### config.mk
export PLATFORM = sky130hd
export DESIGN_NAME = pi_speed_controller_antiwindup_unit
export DESIGN_NICKNAME = d
export VERILOG_FILES = /design/src/rtl/pisc_pkg.sv /design/src/rtl/pi_speed_controller_antiwindup_unit.sv
export SDC_FILE = /design/constraint.sdc
export NUM_CORES = 2
export LEC_CHECK = 0
export BUFFER_PORTS_ARGS = -buffer_cell sky130_fd_sc_hd__buf_4
export CAP_MARGIN = 20
export CORE_ASPECT_RATIO = 1.5
export CORE_MARGIN = 5
export CORE_UTILIZATION = 30
export DETAILED_ROUTE_END_ITERATION = 8
export PLACE_DENSITY_LB_ADDON = 0.2
export SLEW_MARGIN = 40
export SYNTH_ARGS = -nofsm -noshare
export SYNTH_HDL_FRONTEND = slang
export SYNTH_SLANG_ARGS = --single-unit
### constraint.sdc
create_clock -name clk -period 9.8 [get_ports clk]
set_clock_uncertainty 0.2 [all_clocks]
set_input_delay 0.98 -clock clk [delete_from_list [all_inputs] [get_ports clk]]
set_output_delay 0.98 -clock clk [all_outputs]
set_load 0.005 [all_outputs]
### src/rtl/pisc_pkg.sv
`default_nettype none
package pisc_pkg;
  localparam int NUM_CHANNELS = 2;
  localparam int CH_W = 1;
  localparam int ACC_W = 48;
  localparam int PRD_W = 64;
  localparam int CNT_W = 6;

  localparam logic [2:0] REG_PROP_GAIN  = 3'd0;
  localparam logic [2:0] REG_INTEG_GAIN = 3'd1;
  localparam logic [2:0] REG_DRIVE_MAX  = 3'd2;
  localparam logic [2:0] REG_DRIVE_MIN  = 3'd3;
  localparam logic [2:0] REG_MAX_TICKS  = 3'd4;

  typedef enum logic [2:0] {
    ST_IDLE,
    ST_INTEG,
    ST_SAT,
    ST_PROD,
    ST_SUM,
    ST_OUT
  } pisc_state_t;
endpackage
`default_nettype wire

### src/rtl/pi_speed_controller_antiwindup_unit.sv
// A stored-drive read returns the held drive with no arithmetic; an update runs
// 16 shift-add steps for error*ticks, a saturation step, 16 shift-add steps for
// error*prop_gain and integral*integ_gain in parallel, and one sum/clamp step
// (integration held cuts the error*ticks steps short). One request at a time: a
// new one is taken only after the last result leaves, so output stalls hold input.
// Reset (rst_n low, synchronous) loads the default gains and limits and clears
// both channels' integral and drive.
`default_nettype none
module pi_speed_controller_antiwindup_unit
  import pisc_pkg::*;
(
  input  wire logic        clk,
  input  wire logic        rst_n,
  input  wire logic        in_tvalid,
  output logic             in_tready,
  // tdata: [0] chan, [1] new_sample, [17:2] target_speed,
  // [33:18] measured_speed, [49:34] elapsed_ticks, [55:50] zero
  input  wire logic [55:0] in_tdata,
  output logic             out_tvalid,
  input  wire logic        out_tready,
  // tdata: [15:0] drive, [16] updated, [23:17] zero
  output logic [23:0]      out_tdata,
  input  wire logic        cfg_we,
  input  wire logic [2:0]  cfg_index,
  input  wire logic [15:0] cfg_wdata
);

  // configuration
  logic [15:0] prop_gain_r, integ_gain_r, max_ticks_r;
  logic signed [15:0] drive_max_r, drive_min_r;

  always_ff @(posedge clk) begin
    if (!rst_n) begin
      prop_gain_r  <= 16'd4915;
      integ_gain_r <= 16'd53687;
      drive_max_r  <= 16'sd16384;
      drive_min_r  <= -16'sd13107;
      max_ticks_r  <= 16'd1000;
    end else if (cfg_we) begin
      case (cfg_index)
        REG_PROP_GAIN:  prop_gain_r  <= cfg_wdata;
        REG_INTEG_GAIN: integ_gain_r <= cfg_wdata;
        REG_DRIVE_MAX:  drive_max_r  <= cfg_wdata;
        REG_DRIVE_MIN:  drive_min_r  <= cfg_wdata;
        REG_MAX_TICKS:  max_ticks_r  <= cfg_wdata;
        default: ;
      endcase
    end
  end

  // per-channel state, reset clears both
  logic signed [ACC_W-1:0] integ_r [NUM_CHANNELS];
  logic signed [15:0]      drv_r   [NUM_CHANNELS];

  pisc_state_t state_r, state_nxt;

  logic [CH_W-1:0]    ch_r;
  logic signed [16:0] err_r;        // Q9.8 error, 17 bits
  logic [15:0]        ticks_r;      // capped tick count, shifted out LSB first
  logic [15:0]        pgain_r;      // shifted out LSB first
  logic [15:0]        igain_r;
  logic signed [ACC_W+1:0] acc_r;   // integral under construction
  logic signed [ACC_W+1:0] madd_r;  // shifted multiplicand for error*ticks
  logic signed [PRD_W-1:0] pp_r;    // error*prop_gain
  logic signed [PRD_W-1:0] ip_r;    // integral*integ_gain
  logic signed [PRD_W-1:0] pm_r;    // shifted error
  logic signed [PRD_W-1:0] im_r;    // shifted integral
  logic [CNT_W-1:0]   cnt_r;
  logic               upd_r;
  logic [15:0]        res_r;
  logic               ov_r;

  logic               prev_in;
  logic signed [15:0] prev_drv;
  logic signed [17:0] sum_hi;
  logic signed [PRD_W-1:0] dsum;
  logic signed [15:0] clamp;

  assign in_tready = (state_r == ST_IDLE);
  assign out_tdata = {7'd0, upd_r, res_r};

  // previous drive strictly inside limits enables integration
  assign prev_drv = drv_r[ch_r];
  assign prev_in  = (prev_drv < drive_max_r) && (prev_drv > drive_min_r);

  assign dsum = (pp_r >>> 8) + (ip_r >>> 24);
  assign sum_hi = dsum[17:0];

  always_comb begin
    if (dsum < PRD_W'(drive_min_r))       clamp = drive_min_r;
    else if (dsum > PRD_W'(drive_max_r))  clamp = drive_max_r;
    else                                  clamp = sum_hi[15:0];
  end

  always_comb begin
    state_nxt = state_r;
    case (state_r)
      ST_IDLE:  if (in_tvalid) state_nxt = in_tdata[1] ? ST_INTEG : ST_OUT;
      ST_INTEG: if (!prev_in || cnt_r == CNT_W'(15)) state_nxt = ST_SAT;
      ST_SAT:   state_nxt = ST_PROD;
      ST_PROD:  if (cnt_r == CNT_W'(15)) state_nxt = ST_SUM;
      ST_SUM:   state_nxt = ST_OUT;
      ST_OUT:   if (out_tready) state_nxt = ST_IDLE;
      default:  state_nxt = ST_IDLE;
    endcase
  end

  always_ff @(posedge clk) begin
    if (!rst_n) state_r <= ST_IDLE;
    else        state_r <= state_nxt;
  end

  assign out_tvalid = (state_r == ST_OUT);

  always_ff @(posedge clk) begin
    if (!rst_n) begin
      for (int i = 0; i < NUM_CHANNELS; i++) begin
        integ_r[i] <= '0;
        drv_r[i]   <= '0;
      end
    end else begin
      case (state_r)
        ST_IDLE: begin
          if (in_tvalid) begin
            ch_r    <= in_tdata[0];
            upd_r   <= in_tdata[1];
            res_r   <= drv_r[in_tdata[0]];
            err_r   <= 17'(signed'(in_tdata[17:2])) - 17'(signed'(in_tdata[33:18]));
            ticks_r <= (in_tdata[49:34] > max_ticks_r) ? max_ticks_r : in_tdata[49:34];
            cnt_r   <= '0;
          end
        end
        ST_INTEG: begin
          if (cnt_r == '0) begin
            acc_r  <= (ACC_W+2)'(integ_r[ch_r]) + (ticks_r[0] ? (ACC_W+2)'(err_r) : '0);
            madd_r <= (ACC_W+2)'(err_r) <<< 1;
          end else begin
            if (ticks_r[0]) acc_r <= acc_r + madd_r;
            madd_r <= madd_r <<< 1;
          end
          ticks_r <= ticks_r >> 1;
          cnt_r   <= cnt_r + 1'b1;
          ov_r    <= prev_in;
        end
        ST_SAT: begin
          if (ov_r) begin
            if (acc_r > (ACC_W+2)'(48'sh7FFF_FFFF_FFFF))
              acc_r <= (ACC_W+2)'(48'sh7FFF_FFFF_FFFF);
            else if (acc_r < -((ACC_W+2)'(48'sh7FFF_FFFF_FFFF)) - 1)
              acc_r <= -((ACC_W+2)'(48'sh7FFF_FFFF_FFFF)) - 1;
          end else begin
            acc_r <= (ACC_W+2)'(integ_r[ch_r]);
          end
          pgain_r <= prop_gain_r;
          igain_r <= integ_gain_r;
          pp_r    <= '0;
          ip_r    <= '0;
          pm_r    <= PRD_W'(err_r);
          cnt_r   <= '0;
        end
        ST_PROD: begin
          if (cnt_r == '0) begin
            integ_r[ch_r] <= acc_r[ACC_W-1:0];
            // acc_r is already within 48-bit range; sign-extend the whole value
            im_r <= PRD_W'(acc_r) <<< 1;
            if (igain_r[0]) ip_r <= PRD_W'(acc_r);
          end else begin
            if (igain_r[0]) ip_r <= ip_r + im_r;
            im_r <= im_r <<< 1;
          end
          if (pgain_r[0]) pp_r <= pp_r + pm_r;
          pm_r    <= pm_r <<< 1;
          pgain_r <= pgain_r >> 1;
          igain_r <= igain_r >> 1;
          cnt_r   <= cnt_r + 1'b1;
        end
        ST_SUM: begin
          res_r       <= clamp;
          drv_r[ch_r] <= clamp;
        end
        default: ;
      endcase
    end
  end

endmodule
`default_nettype wire

==> flow_metrics.tcl <==
set metrics [dict create \
    nets 5450 \
    route.detailed.drc 0 \
    ios 106 \
    floorplan.initialDensity_pct 30.06 \
    max_stage_delay_ns 0.45 \
    critical_path_class "flop to flop" \
    finalHoldViolCount 0 \
    synth-seq-cells 655 \
    path_buf_inv 1 \
    core_um2 154600 \
    cts_hold_buffers 0 \
    synth_edf_count 571 \
    cts_sinks 655 \
    min_period_over_period_pct 72.30 \
    areaGrowthSynthToFinish_pct 11.41 \
    drtAntennaViolNets 0 \
    htreeDepth 3 \
    min_period_ns 7.085 \
    synthCells 4919 \
    final-setup-viol-count 0 \
    crit_fanout 16 \
    setup_tns_ns 0 \
    row_count 177 \
    cts_buffers 71 \
    clock_path_buffers 3 \
    die_height_um 492.1 \
    tightest_slew_ns 0.8455 \
    clockRootBuffer "clkbuf_16" \
    utilization_pct 33.49 \
    hpwl_um 100600 \
    slew_headroom_pct 43.63 \
    grt.overflow.total 0 \
    yosysTopAreaCellShare_pct 36.89 \
    grt_usage_pct 16.32 \
    synthTopCellsByArea "edfxtp_1, ha_1, nand2_1, a21o_1, a21oi_1" \
    power_density_nw_per_um2 223.9 \
    cap_violations 0 \
    cpMostUsedCell "o21ai_0" \
    drt_pass1_iterations 5 \
    syn_area_per_cell_um2 9.448 \
    ys_types 94 \
    grt_pass1_vias 37730 \
    wl_per_cell_um 19.56 \
    dieArea_um2 163000 \
    critical_path_arrival_ns 7.29 \
    post_cts_resize_count 0 \
    grt_pass1_wl_um 214000 \
    synth_ff_type "edfxtp_1" \
    fmax_ghz 0.1411 \
    critPathCaptureType "flop" \
    die_w_um 331.4 \
    slew_violations 0 \
    clk_pin_slew_ns 0.07 \
    vias 36310 \
    antenna_found_initial 4 \
    path_delay_family "compound AO/OA/AOI/OAI gates" \
    start_kind "flop" \
    synth_seq_area_share_pct 40.51 \
    drive_gt1_share_pct 8.360 \
    fillCellCount 15980 \
    grt_setup_unrepaired "false" \
    status "finished, final reports clean" \
    routabilityCongestion 0.8560 \
    portBuffers 92 \
    routed_wl_um 137400 \
    viasPerCell 5.168 \
    grt_max_degree 100 \
    yosysWarnings 0 \
    yosys.area.top_type "edfxtp_1" \
    crit_slowest_cell "edfxtp_1" \
    peakVddDrop_v 0.0001121 \
    cts_tree "built" \
    first_iter_violations 1843 \
    synth_async_sr_flop_share_pct 0 \
    cp.required_ns 10.01 \
    postCtsSetupRepairBufs 0 \
    hold_path_class "flop to flop" \
    p_leak_nw 21.55 \
    insertion_delay_ns 0.69 \
    synth_area_um2 46470 \
]
-- power breakdown --
part	switching [mW]	internal (mW)	total, mW
combinational	2.89	1.90	4.79
sequential	0.325	3.61	3.93
clock	1.27	1.60	2.87
-- final cells by class --
class	instances	area, um^2	share of cell area [%]
multi-input combinational	3898	26360	50.90
sequential	655	18830	36.37
tap	2058	2575	4.973
clock buffer	89	1874	3.620
timing repair buffer	131	1015	1.960
inverter	152	570.5	1.102
clock inverter	39	545.5	1.054
antenna	3	7.507	0.01450
-- cells in the mapped netlist (12+ instances only) --
master and count:
a211oi_1 38, a21boi_0 60, a21o_1 323, a21oi_1 384, a31oi_1 38, and2_1 136, and3_1 44, and4_1 15
buf_1 12, clkbuf_1 193, dfxtp_1 84, edfxtp_1 571, ha_1 455, inv_1 152, mux2_2 94, mux2i_1 37
nand2_1 729, nand2b_1 45, nand3_1 101, nand4_1 70, nor2_1 285, nor2b_1 64, nor3_1 51, nor4_1 18
o211ai_1 39, o21a_1 48, o21ai_0 299, o21ai_1 13, o21bai_1 37, o221ai_1 12, o31ai_1 18, or2_2 14
or3_1 17, xnor2_1 148, xor2_1 102
-- metal layers --
metal	GRT usage [%]	vias up	wire length, um
met1	18.18	17570	55100
met2	32.06	583	73920
met3	1.551	201	3782
li1	-	17960	-
met4	5.637	0	4614
met5	0	-	0
-- worst reg2reg max path, delay by kind of cell, from the launching register on --
family | cells | cell delay, ns
AO/OA/AOI/OAI | 17 | 3.52
XOR/XNOR | 2 | 0.43
adder cells (fa/ha/maj) | 3 | 0.97
buffers and inverters | 1 | 0.31
flip-flops | 1 | 0.45
multiplexers | 1 | 0.40
AND/OR/NAND/NOR | 3 | 0.53
-- placed cells by master, fill, tap and decap left out, types with 18 or more instances in the layout --
cell type	instances
xor2_1	102
mux2i_1	37
nor3_1	48
nand4_1	70
dfxtp_1	83
o21a_1	46
a21boi_0	60
o31ai_1	18
nand2b_1	43
and3_1	39
nor2_1	282
a31oi_1	38
o211ai_1	39
a21oi_1	383
o21ai_0	298
clkbuf_16	71
o21bai_1	37
buf_4	125
mux2_2	94
and2_1	134
nand3_1	100
edfxtp_1	571
nor2b_1	64
xnor2_1	148
a211oi_1	38
nand2_1	724
inv_1	151
ha_1	455
a21o_1	323
-- logic make-up after synthesis --
family                   share of synthesized area, %
other                                        0.008069
buffers and inverters                           3.107
adder cells (fa/ha/maj)                         12.51
XOR/XNOR                                        4.746
multiplexers                                    3.075
AO/OA/AOI/OAI                                   19.82
flip-flops                                      40.51
AND/OR/NAND/NOR                                 16.22
-- sequential cells by signal, summed over array words and instances (netlist names), named ones only --
signal	cells
res_r	16
madd_r	49
state_r	3
ch_r	1
igain_r	16
integ_r	96
drive_max_r	16
drv_r	32
pgain_r	16
ov_r	1
cnt_r	6
max_ticks_r	16
ip_r	63
upd_r	1
drive_min_r	16
im_r	63
pp_r	64
err_r	17
integ_gain_r	16
acc_r	50
pm_r	64
prop_gain_r	16
ticks_r	16
-- stage by stage --
stage	hold WS, ns	setup WS [ns]	cells	cell area (um^2)	total power, mW
detailed placement	0.2524	2.699	6894	49330	8.803
floorplan	0.2323	3.881	4925	46500	7.376
finish	0.2657	2.715	7025	51780	11.59
global placement	0.2422	2.621	6894	49270	8.742
global route	0.2913	2.175	7023	51770	12.40
CTS	0.2605	2.663	7022	51750	11.73
-- worst paths after layout --
path / startpoint / to / slack, ns / depth (start not counted)
max: ip_r[24]$_SDFFCE_PN0P_ / res_r[1]$_DFFE_PP_ / 2.72 / 27
min: integ_gain_r[10]$_SDFFE_PN0P_ / integ_gain_r[10]$_SDFFE_PN0P_ / 0.27 / 2
max reg2reg: ip_r[24]$_SDFFCE_PN0P_ / res_r[1]$_DFFE_PP_ / 2.72 / 27
min reg2reg: integ_gain_r[10]$_SDFFE_PN0P_ / integ_gain_r[10]$_SDFFE_PN0P_ / 0.27 / 2
Note: power is estimated with default switching activity, not from simulation.
